### src/hdl/lcdw_pkg.sv
// ----------------------------------------------------------------------------
// lcdw_pkg
// Shared types and constants for the character-LCD decimal readout writer.
// ----------------------------------------------------------------------------
package lcdw_pkg;

    localparam logic [7:0] SET_ADDR   = 8'h80;
    localparam logic [7:0] ASCII_ZERO = 8'd48;
    localparam logic [9:0] MAX_SHOWN  = 10'd999;

    localparam logic REQ_NUMBER = 1'b0;
    localparam logic REQ_CHAR   = 1'b1;

    // One classified request as it waits between the front and the back.
    typedef struct packed {
        logic       is_char;
        logic [6:0] addr;
        logic [7:0] first_byte;
        logic [3:0] tens;
        logic [3:0] units;
    } t_job;

    function automatic logic [6:0] place_of_source(input logic [2:0] src);
        logic [6:0] place;
        case (src)
            3'd0:    place = 7'h0D;
            3'd1:    place = 7'h01;
            3'd2:    place = 7'h4D;
            3'd3:    place = 7'h41;
            3'd4:    place = 7'h07;
            3'd5:    place = 7'h47;
            default: place = 7'h00;
        endcase
        return place;
    endfunction

endpackage

### src/hdl/lcd_decimal_readout_writer.sv
// ----------------------------------------------------------------------------
// lcd_decimal_readout_writer
// Turns display requests into character-LCD bus writes.
// ----------------------------------------------------------------------------
// A number request produces four writes (set address, then hundreds, tens and
// units as ASCII digits) and a character request produces two (set address,
// then the character). The back end emits one write per cycle while its output
// is popped or empty and the queue is not empty; this write sequencer sets the
// sustained rate. Requests are accepted every cycle while the queue of
// QUEUE_DEPTH classified requests has room.
module lcd_decimal_readout_writer #(
    parameter int QUEUE_DEPTH = 2
) (
    input  logic       i_clk,
    input  logic       i_rst_n,
    input  logic       push,
    output logic       full,
    input  logic       i_req_type,
    input  logic [9:0] i_value,
    input  logic [2:0] i_source,
    input  logic [7:0] i_char_code,
    input  logic [6:0] i_position,
    output logic       empty,
    input  logic       pop,
    output logic       o_is_data,
    output logic [7:0] o_bus_byte,
    output logic       o_last
);
    import lcdw_pkg::*;

    t_job job;
    t_job head;
    logic head_empty;
    logic head_rd;
    logic accept;

    assign accept = push && !full;

    lcdw_front u_front (
        .i_req_type  (i_req_type),
        .i_value     (i_value),
        .i_source    (i_source),
        .i_char_code (i_char_code),
        .i_position  (i_position),
        .o_job       (job)
    );

    lcdw_queue #(
        .DEPTH (QUEUE_DEPTH)
    ) u_queue (
        .i_clk    (i_clk),
        .i_rst_n  (i_rst_n),
        .i_wr     (accept),
        .i_wr_job (job),
        .o_full   (full),
        .i_rd     (head_rd),
        .o_head   (head),
        .o_empty  (head_empty)
    );

    lcdw_back u_back (
        .i_clk        (i_clk),
        .i_rst_n      (i_rst_n),
        .i_head       (head),
        .i_head_empty (head_empty),
        .o_head_rd    (head_rd),
        .o_empty      (empty),
        .i_pop        (pop),
        .o_is_data    (o_is_data),
        .o_bus_byte   (o_bus_byte),
        .o_last       (o_last)
    );

endmodule

### src/hdl/lcdw_front.sv
// ----------------------------------------------------------------------------
// lcdw_front
// Classifies a request and splits a number into its three decimal digits.
// ----------------------------------------------------------------------------
module lcdw_front (
    input  logic          i_req_type,
    input  logic [9:0]    i_value,
    input  logic [2:0]    i_source,
    input  logic [7:0]    i_char_code,
    input  logic [6:0]    i_position,
    output lcdw_pkg::t_job o_job
);
    import lcdw_pkg::*;

    logic [9:0] sat;
    logic [3:0] hund;
    logic [9:0] hund_part;
    logic [6:0] rem;
    logic [3:0] tens;
    logic [6:0] tens_part;
    logic [3:0] units;

    always_comb begin
        sat = (i_value > MAX_SHOWN) ? MAX_SHOWN : i_value;
        hund = 4'd0;
        hund_part = 10'd0;
        for (int k = 1; k <= 9; k++) begin
            if (sat >= 10'(k * 100)) begin
                hund = 4'(k);
                hund_part = 10'(k * 100);
            end
        end
        rem = 7'(sat - hund_part);
        tens = 4'd0;
        tens_part = 7'd0;
        for (int k = 1; k <= 9; k++) begin
            if (rem >= 7'(k * 10)) begin
                tens = 4'(k);
                tens_part = 7'(k * 10);
            end
        end
        units = 4'(rem - tens_part);
    end

    always_comb begin
        o_job = '0;
        o_job.is_char = (i_req_type == REQ_CHAR);
        if (i_req_type == REQ_CHAR) begin
            o_job.addr       = i_position;
            o_job.first_byte = i_char_code;
        end else begin
            o_job.addr       = place_of_source(i_source);
            o_job.first_byte = ASCII_ZERO + {4'd0, hund};
            o_job.tens       = tens;
            o_job.units      = units;
        end
    end

endmodule

### src/hdl/lcdw_queue.sv
// ----------------------------------------------------------------------------
// lcdw_queue
// Short first-in first-out queue of classified requests.
// ----------------------------------------------------------------------------
module lcdw_queue #(
    parameter int DEPTH = 2
) (
    input  logic           i_clk,
    input  logic           i_rst_n,
    input  logic           i_wr,
    input  lcdw_pkg::t_job i_wr_job,
    output logic           o_full,
    input  logic           i_rd,
    output lcdw_pkg::t_job o_head,
    output logic           o_empty
);
    import lcdw_pkg::*;

    localparam int PW = $clog2(DEPTH);
    localparam int CW = $clog2(DEPTH + 1);
    localparam logic [PW-1:0] LAST_PTR = PW'(DEPTH - 1);
    localparam logic [CW-1:0] FULL_CNT = CW'(DEPTH);

    t_job          r_mem [DEPTH];
    logic [PW-1:0] r_wr_ptr, n_wr_ptr;
    logic [PW-1:0] r_rd_ptr, n_rd_ptr;
    logic [CW-1:0] r_count, n_count;

    assign o_full  = (r_count == FULL_CNT);
    assign o_empty = (r_count == '0);
    assign o_head  = r_mem[r_rd_ptr];

    always_comb begin
        n_wr_ptr = r_wr_ptr;
        n_rd_ptr = r_rd_ptr;
        n_count  = r_count;
        if (i_wr) begin
            n_wr_ptr = (r_wr_ptr == LAST_PTR) ? '0 : r_wr_ptr + 1'b1;
        end
        if (i_rd) begin
            n_rd_ptr = (r_rd_ptr == LAST_PTR) ? '0 : r_rd_ptr + 1'b1;
        end
        if (i_wr && !i_rd) begin
            n_count = r_count + 1'b1;
        end else if (!i_wr && i_rd) begin
            n_count = r_count - 1'b1;
        end
    end

    always_ff @(posedge i_clk) begin
        if (!i_rst_n) begin
            r_wr_ptr <= '0;
            r_rd_ptr <= '0;
            r_count  <= '0;
        end else begin
            r_wr_ptr <= n_wr_ptr;
            r_rd_ptr <= n_rd_ptr;
            r_count  <= n_count;
        end
    end

    always_ff @(posedge i_clk) begin
        if (i_wr) begin
            r_mem[r_wr_ptr] <= i_wr_job;
        end
    end

endmodule

### src/hdl/lcdw_back.sv
// ----------------------------------------------------------------------------
// lcdw_back
// Walks through the bus writes of the request at the head of the queue.
// ----------------------------------------------------------------------------
module lcdw_back (
    input  logic           i_clk,
    input  logic           i_rst_n,
    input  lcdw_pkg::t_job i_head,
    input  logic           i_head_empty,
    output logic           o_head_rd,
    output logic           o_empty,
    input  logic           i_pop,
    output logic           o_is_data,
    output logic [7:0]     o_bus_byte,
    output logic           o_last
);
    import lcdw_pkg::*;

    logic [1:0] r_step, n_step;
    logic       r_valid, n_valid;
    logic       r_is_data;
    logic [7:0] r_byte;
    logic       r_last;
    logic       advance;
    logic       emit;
    logic       step_last;
    logic [7:0] step_byte;

    assign advance = !r_valid || i_pop;
    assign emit    = advance && !i_head_empty;

    always_comb begin
        step_last = i_head.is_char ? (r_step == 2'd1) : (r_step == 2'd3);
        case (r_step)
            2'd0:    step_byte = SET_ADDR | {1'b0, i_head.addr};
            2'd1:    step_byte = i_head.first_byte;
            2'd2:    step_byte = ASCII_ZERO + {4'd0, i_head.tens};
            default: step_byte = ASCII_ZERO + {4'd0, i_head.units};
        endcase
    end

    always_comb begin
        n_step  = r_step;
        n_valid = r_valid;
        if (advance) begin
            n_valid = !i_head_empty;
        end
        if (emit) begin
            n_step = step_last ? 2'd0 : r_step + 2'd1;
        end
    end

    assign o_head_rd = emit && step_last;

    always_ff @(posedge i_clk) begin
        if (!i_rst_n) begin
            r_step  <= 2'd0;
            r_valid <= 1'b0;
        end else begin
            r_step  <= n_step;
            r_valid <= n_valid;
        end
    end

    always_ff @(posedge i_clk) begin
        if (emit) begin
            r_is_data <= (r_step != 2'd0);
            r_byte    <= step_byte;
            r_last    <= step_last;
        end
    end

    assign o_empty    = !r_valid;
    assign o_is_data  = r_is_data;
    assign o_bus_byte = r_byte;
    assign o_last     = r_last;

endmodule
### config.mk
export PLATFORM = sky130hd
export DESIGN_NAME = lcd_decimal_readout_writer
export DESIGN_NICKNAME = d
export VERILOG_FILES = /design/src/hdl/lcdw_pkg.sv /design/src/hdl/lcd_decimal_readout_writer.sv /design/src/hdl/lcdw_front.sv /design/src/hdl/lcdw_queue.sv /design/src/hdl/lcdw_back.sv
export SDC_FILE = /design/constraint.sdc
export NUM_CORES = 1
export LEC_CHECK = 0
export BUFFER_PORTS_ARGS = -buffer_cell sky130_fd_sc_hd__buf_4
export CAP_MARGIN = 0
export CORE_MARGIN = 1.5
export CORE_UTILIZATION = 35
export CTS_BUF_LIST = sky130_fd_sc_hd__clkbuf_16
export DETAILED_ROUTE_END_ITERATION = 6
export GPL_TIMING_DRIVEN = 0
export PLACE_DENSITY = 0.58
export SLEW_MARGIN = 40
export SYNTH_ARGS = -nofsm -noshare
export SYNTH_HDL_FRONTEND = slang
export SYNTH_HIERARCHICAL = 1
export SYNTH_SLANG_ARGS = --single-unit
### constraint.sdc
create_clock -name i_clk -period 5.01 [get_ports i_clk]
set_input_delay 0 -clock i_clk [delete_from_list [all_inputs] [get_ports i_clk]]
set_output_delay 0 -clock i_clk [all_outputs]
set_load 0.005 [all_outputs]
==> results of run 1 <==
report_power, final:
group	internal (mW)	switching, mW	total [mW]
Sequential	0.770	0.0399	0.810
Clock	0.374	0.202	0.576
Combinational	0.299	0.340	0.639
worst max-delay path, delay by kind of cell:
kind | cells | cell delay (ns)
adders and majority gates | 4 | 1.12
buffers and inverters | 3 | 0.27
and+or+nand+nor | 5 | 1.42
AOI/OAI and AO/OA | 10 | 2.00
area by class of cell:
| class | instances | area (um2) | area share (%) |
|---|---|---|---|
| buffer | 17 | 115 | 2.49 |
| clock inverter | 7 | 53.8 | 1.16 |
| timing repair buffer | 55 | 455 | 9.84 |
| multi-input combinational | 213 | 1640 | 35.5 |
| tap | 136 | 170 | 3.68 |
| sequential | 66 | 1900 | 41.1 |
| inverter | 17 | 63.8 | 1.38 |
| clock buffer | 9 | 225 | 4.86 |
registers in the layout (all words and copies together) (netlist names), named ones only:
register	cells
u_back/o_last	1
u_queue/r_count	2
u_back/o_bus_byte	8
u_queue/r_mem	48
u_queue/r_wr_ptr	1
u_back/o_is_data	1
u_queue/r_rd_ptr	1
u_back/r_step	2
u_back/r_valid	1
stage by stage:
stage               utilization [%]  std cells  hold slack, ns  instance area (um2)  total power, mW
global route                   44.8        520         0.00573                 4630             2.15
detailed placement             40.7        490           0.191                 4200             1.45
finish                         44.8        520          0.0113                 4630             2.03
CTS                            44.8        520         0.00903                 4620             2.05
global placement               40.5        489           0.188                 4180             1.44
floorplan                         -        313           0.118                 3710             1.23
final timing paths:
check,to,slack [ns],cells after the start
max,u_queue/r_mem[0][3],0.34,22
min,u_queue/r_mem[1][18],0.01,3
max reg2reg,u_queue/r_count[1],2.55,10
min reg2reg,u_queue/r_count[1],0.51,2
what timing repair did:
item	4_1_cts	5_1_grt
hold buffers	14	0
endpoints found under the setup margin	0	2
gates resized for setup	0	2
endpoints found under the hold margin	30	0
cell families (layout without fill, tap and decap cells):
logic type / after synthesis / count (layout)
flip-flops: 66 / 66
adder cells (fa/ha/maj): 15 / 15
AO/OA/AOI/OAI: 66 / 66
AND/OR/NAND/NOR: 93 / 93
buffers and inverters: 34 / 105
multiplexers: 32 / 32
XOR/XNOR: 7 / 7
Yosys cell counts, drive strengths merged (3+ instances only):
library cell and n:
nor2b 7, xor2 4, nand2b 6, nor3 7, nor4 3, nor2 19
nand2 25, ha 12, mux2 26, o21ai 16, edfxtp 58, clkbuf 3
a21boi 3, a222oi 4, mux2i 6, a211oi 5, buf 14, and2 10
or3 3, dfxtp 8, a21o 5, o31ai 5, or2 3, xnor2 3
inv 17, a21oi 8
metal layers:
metal / track usage, % / vias up / wire (um) / share of wire (%)
met2: 23.1 / 91 / 3680 / 50
met5: 0 / - / 0 / 0
met3: 3.56 / 6 / 422 / 5.7
met4: 4.73 / 0 / 64 / 0.86
li1: - / 1284 / - / -
met1: 17.6 / 1227 / 3260 / 44
==> metrics.txt, run 1 <==
synth unique cells 60; DP Worst Slack -0.134 ns; post-synthesis compound-gate area fraction 13.5%; # fillers 981; grt ovf 0; All-Layer GR Usage 13.9%; FMAX 214 MHz; initial antenna violation count 0; synth top area cells edfxtp_1, mux2_2, dfxtp_1; final setup violation count 0; Synth Register Bits 66; cell area power density 437 nW/um2; peak supply drop 0.240 mV; Vias 2608; Worst Path Max Fanout 10; CP startpoint kind input pin; share of layout cells above drive strength 1 29.4%; Synth Instances 313; Root Buffer Master clkbuf_16; number of synthesized flops with an enable pin 58; first-pass GRT wire length 12100 um; final slew viol count 0; final worst path period share 93.2%; Skew-Pair Late Insertion Delay 0.32 ns; Cell Area, Synth 3710 um2; 1st-pass router iterations 5; top_reg_cell synth edfxtp_1; CP Launch Point i_value[5]; starting density of the core 35.9%; antenna-violating nets left 0; Synth Area in Adders 5.40%; fin crit period 4.67 ns; Sink Count 66; Site Rows 37; core area 10300 um2; nets@finish 426; number of remaining DRC errors 0; IO Pins 45; area delta synth->final 24.8%; most frequent cells in the layout edfxtp_1, buf_4, mux2_2, nand2_1, inv_1; post-synth top area cell edfxtp_1; Slowest cell on crit path or4_1; Max Cap Viol 0; Seq/Total Area, Yosys 51.3%; TritonCTS clock tree done; slew margin rel. 57.1%; HP Class in2reg; ys async rst share 0%; crit path capture type register; final hold violations 0; Routed Wire Length 7430 um; Die X 106 um; CP peak stage delay 0.52 ns; HPWL after DPL 5240 um; status complete, no violations; largest family of logic cells by synthesized area simple AND/OR/NAND/NOR gates; H-Tree Depth 3; Slew @ Worst Pin 0.643 ns; Yosys top cell area share 47.0%; port bufs 40; vias in the first global route 2492; final worst setup slack 0.342 ns; simple-gate share of the synthesized area 13.8%; post-synthesis xor/xnor area fraction 1.65%; die area 11200 um2; number of diodes 0; final setup TNS 0 ns; Mean Syn Cell Area 11.8 um2; yosys warns 6; critical-path cell list buf_2 > o311a_2 > nor3_1 > a21oi_1 > o21ai_0 > a31o_2 > ha_1 > inv_1 > fa_1 > and3_4 > or3_1 > a21oi_2 > nand2_1 > o21ai_2 > o21ai_1 > a21o_1 > a211oi_1 > ha_1 > inv_1 > fa_1 > or4_1 > a21oi_1; Setup Fix Bufs, Post-CTS 0; Num CTS Buffers 9; DR vias/cell 5.02; CP required 5.17 ns; largest net degree at the start of global routing 25; Arr. time, crit path 4.82 ns; min-delay src i_position[2]; leakage 1.80 nW; kind of critical path in2reg; Final Skew 0.00673 ns; clock tree buffer depth 2; commonest non-fill, non-tap cell in the layout edfxtp_1; RePlAce Congestion 0.851; Syn Nets 360; Clock Pin Slew Worst Setup and Hold Paths 0.05 ns; DRT iter0 DRCs 137; routed len/inst 14.3 um; DIE HEIGHT 106 um; fraction of synthesized area in multiplexers 9.51%
Power figures use the tool's default switching activity.
==> run 2: changes to the inputs <==
--- a/config.mk
+++ b/config.mk
@@ -7,12 +7,14 @@
 export LEC_CHECK = 0
 export BUFFER_PORTS_ARGS = -buffer_cell sky130_fd_sc_hd__buf_4
 export CAP_MARGIN = 0
+export CELL_PAD_IN_SITES_DETAIL_PLACEMENT = 0
+export CELL_PAD_IN_SITES_GLOBAL_PLACEMENT = 1
 export CORE_MARGIN = 1.5
 export CORE_UTILIZATION = 35
 export CTS_BUF_LIST = sky130_fd_sc_hd__clkbuf_16
 export DETAILED_ROUTE_END_ITERATION = 6
 export GPL_TIMING_DRIVEN = 0
-export PLACE_DENSITY = 0.58
+export PLACE_DENSITY = 0.68
 export SLEW_MARGIN = 40
 export SYNTH_ARGS = -nofsm -noshare
 export SYNTH_HDL_FRONTEND = slang
==> metrics.txt, run 2 (synthesized netlist as in run 1, its figures left out) <==
status complete, no violations; HPWL after DPL 5510 um; Sink Count 66; logic gate share of total power 32.4%; unrepaired setup endpoints after global routing no; 1st-pass router iterations 4; commonest non-fill, non-tap cell in the layout edfxtp_1; FMAX 218 MHz; starting density of the core 35.9%; Arr. time, crit path 4.74 ns; final core utilization 44.4%; share of power burned in registers 41.1%; final setup violation count 0; Worst Path Max Fanout 10; delay-heaviest family, CP compound AO/OA/AOI/OAI gates; CP required 5.17 ns; Clock Power Share 26.4%; Die X 106 um; first-pass GRT wire length 13100 um; slew margin rel. 57.3%; fin crit period 4.58 ns; area delta synth->final 23.5%; final worst path period share 91.4%; nets@finish 424; DRT iter0 DRCs 127; Slowest cell on crit path or4_1; initial antenna violation count 0; Setup Fix Bufs, Post-CTS 0; Vias 2587; most frequent cells in the layout edfxtp_1, buf_4, mux2_2, nand2_1, inv_1; crit path capture type register; Pwr Total 1.97 mW; Int Pwr 1.39 mW; sw power 583 uW; Post-Place Cells 490; peak supply drop 0.227 mV; Skew-Pair Late Insertion Delay 0.33 ns; All-Layer GR Usage 14.9%; Max Cap Viol 0; max reg flops 48; Routed Wire Length 7740 um; HP Class in2reg; vias in the first global route 2615; routed len/inst 14.9 um; CP peak stage delay 0.52 ns; clock tree buffer depth 2; number of remaining DRC errors 0; leakage 1.79 nW; die area 11200 um2; Finished Layout Cells 518; port bufs 40; largest net degree at the start of global routing 25; largest reg by FF count u_queue/r_mem; Slew @ Worst Pin 0.641 ns; Buffers & Inverters on Critical Path 3; cell area power density 431 nW/um2; DR vias/cell 4.99; RePlAce Congestion 0.777; number of diodes 0; switching share of power 29.5%; DIE HEIGHT 106 um; final hold violations 0; Root Buffer Master clkbuf_16; IO Pins 45; share of layout cells above drive strength 1 29.1%; Clock Pin Slew Worst Setup and Hold Paths 0.05 ns; Num CTS Buffers 9; kind of critical path in2reg; grt ovf 0; final slew viol count 0; core area 10300 um2; Final Skew 0.0115 ns; CP startpoint kind input pin; Site Rows 37; TritonCTS clock tree done; H-Tree Depth 3; critical-path cell list buf_2 > o311a_2 > nor3_1 > a21oi_1 > o21ai_1 > a31o_2 > ha_1 > inv_1 > fa_1 > and3_4 > or3_1 > a21oi_2 > nand2_1 > o21ai_2 > o21ai_1 > a21o_1 > a211oi_1 > ha_1 > inv_1 > fa_1 > or4_1 > a21oi_1; antenna-violating nets left 0; hold slack 0.00609 ns
==> run 2: cell count changes in the layout (fill, tap and decap cells not counted) <==
cell	change
bufinv_16	-1
inv_1	+2
o21ai_0	-1
clkinv_2	-1
o21ai_1	+1
dlygate4sd3_1	-2
==> run 2: worst paths after layout <==
kind	startpoint	end	slack, ns	depth (start not counted)
setup reg to reg	register	u_queue/r_count[1]	2.58	10
setup / recovery	i_value[5]	u_queue/r_mem[1][3]	0.43	22
hold / removal	i_position[3]	u_queue/r_mem[1][19]	0.006	3
hold reg to reg	u_queue/r_count[1]	u_queue/r_count[1]	0.51	2
==> run 2: stage by stage <==
stage,instance area (um2),setup TNS [ns],setup WS [ns]
2_1_floorplan,3710,0,0.381
3_5_place_dp,4200,-0.348,-0.174
5_1_grt,4580,0,0.0251
6_report,4580,0,0.429
3_3_place_gp,4180,-0.340,-0.170
4_1_cts,4570,0,0.144
==> run 2: cell type report <==
cell class,count,area [um2]
plain buffers,17,115
clock buffers,9,225
clock inverters,7,26.3
fillers,965,5740
inverters,17,63.8
multi-input cells,213,1640
flip-flops and latches,66,1900
well taps,136,170
repair buffers,53,435
==> run 2: timing repair <==
item | CTS | global route
resized for setup | 0 | 3
hold buffers | 12 | 0
endpoints found under the setup margin | 0 | 2
endpoints found under the hold margin | 27 | 0
==> run 2: layer usage <==
layer / global-route usage (%) / wire (um)
met2: 26.1 / 3830
met5: 0 / 0
met1: 18.5 / 3550
met3: 2.76 / 245
met4: 5.02 / 110
==> run 2: power by group through the flow <==
stage / Sequential (mW) / Combinational [mW] / Clock, mW
floorplan: 0.818 / 0.415 / 0
global placement: 0.821 / 0.620 / 0
detailed placement: 0.823 / 0.635 / 0
CTS: 0.814 / 0.647 / 0.534
global route: 0.826 / 0.719 / 0.561
finish: 0.812 / 0.640 / 0.522
==> run 2: tightest hold or removal path: stages <==
cell and delay, ns:
buf_4 0.08, nand2_1 0.05, o31ai_1 0.08
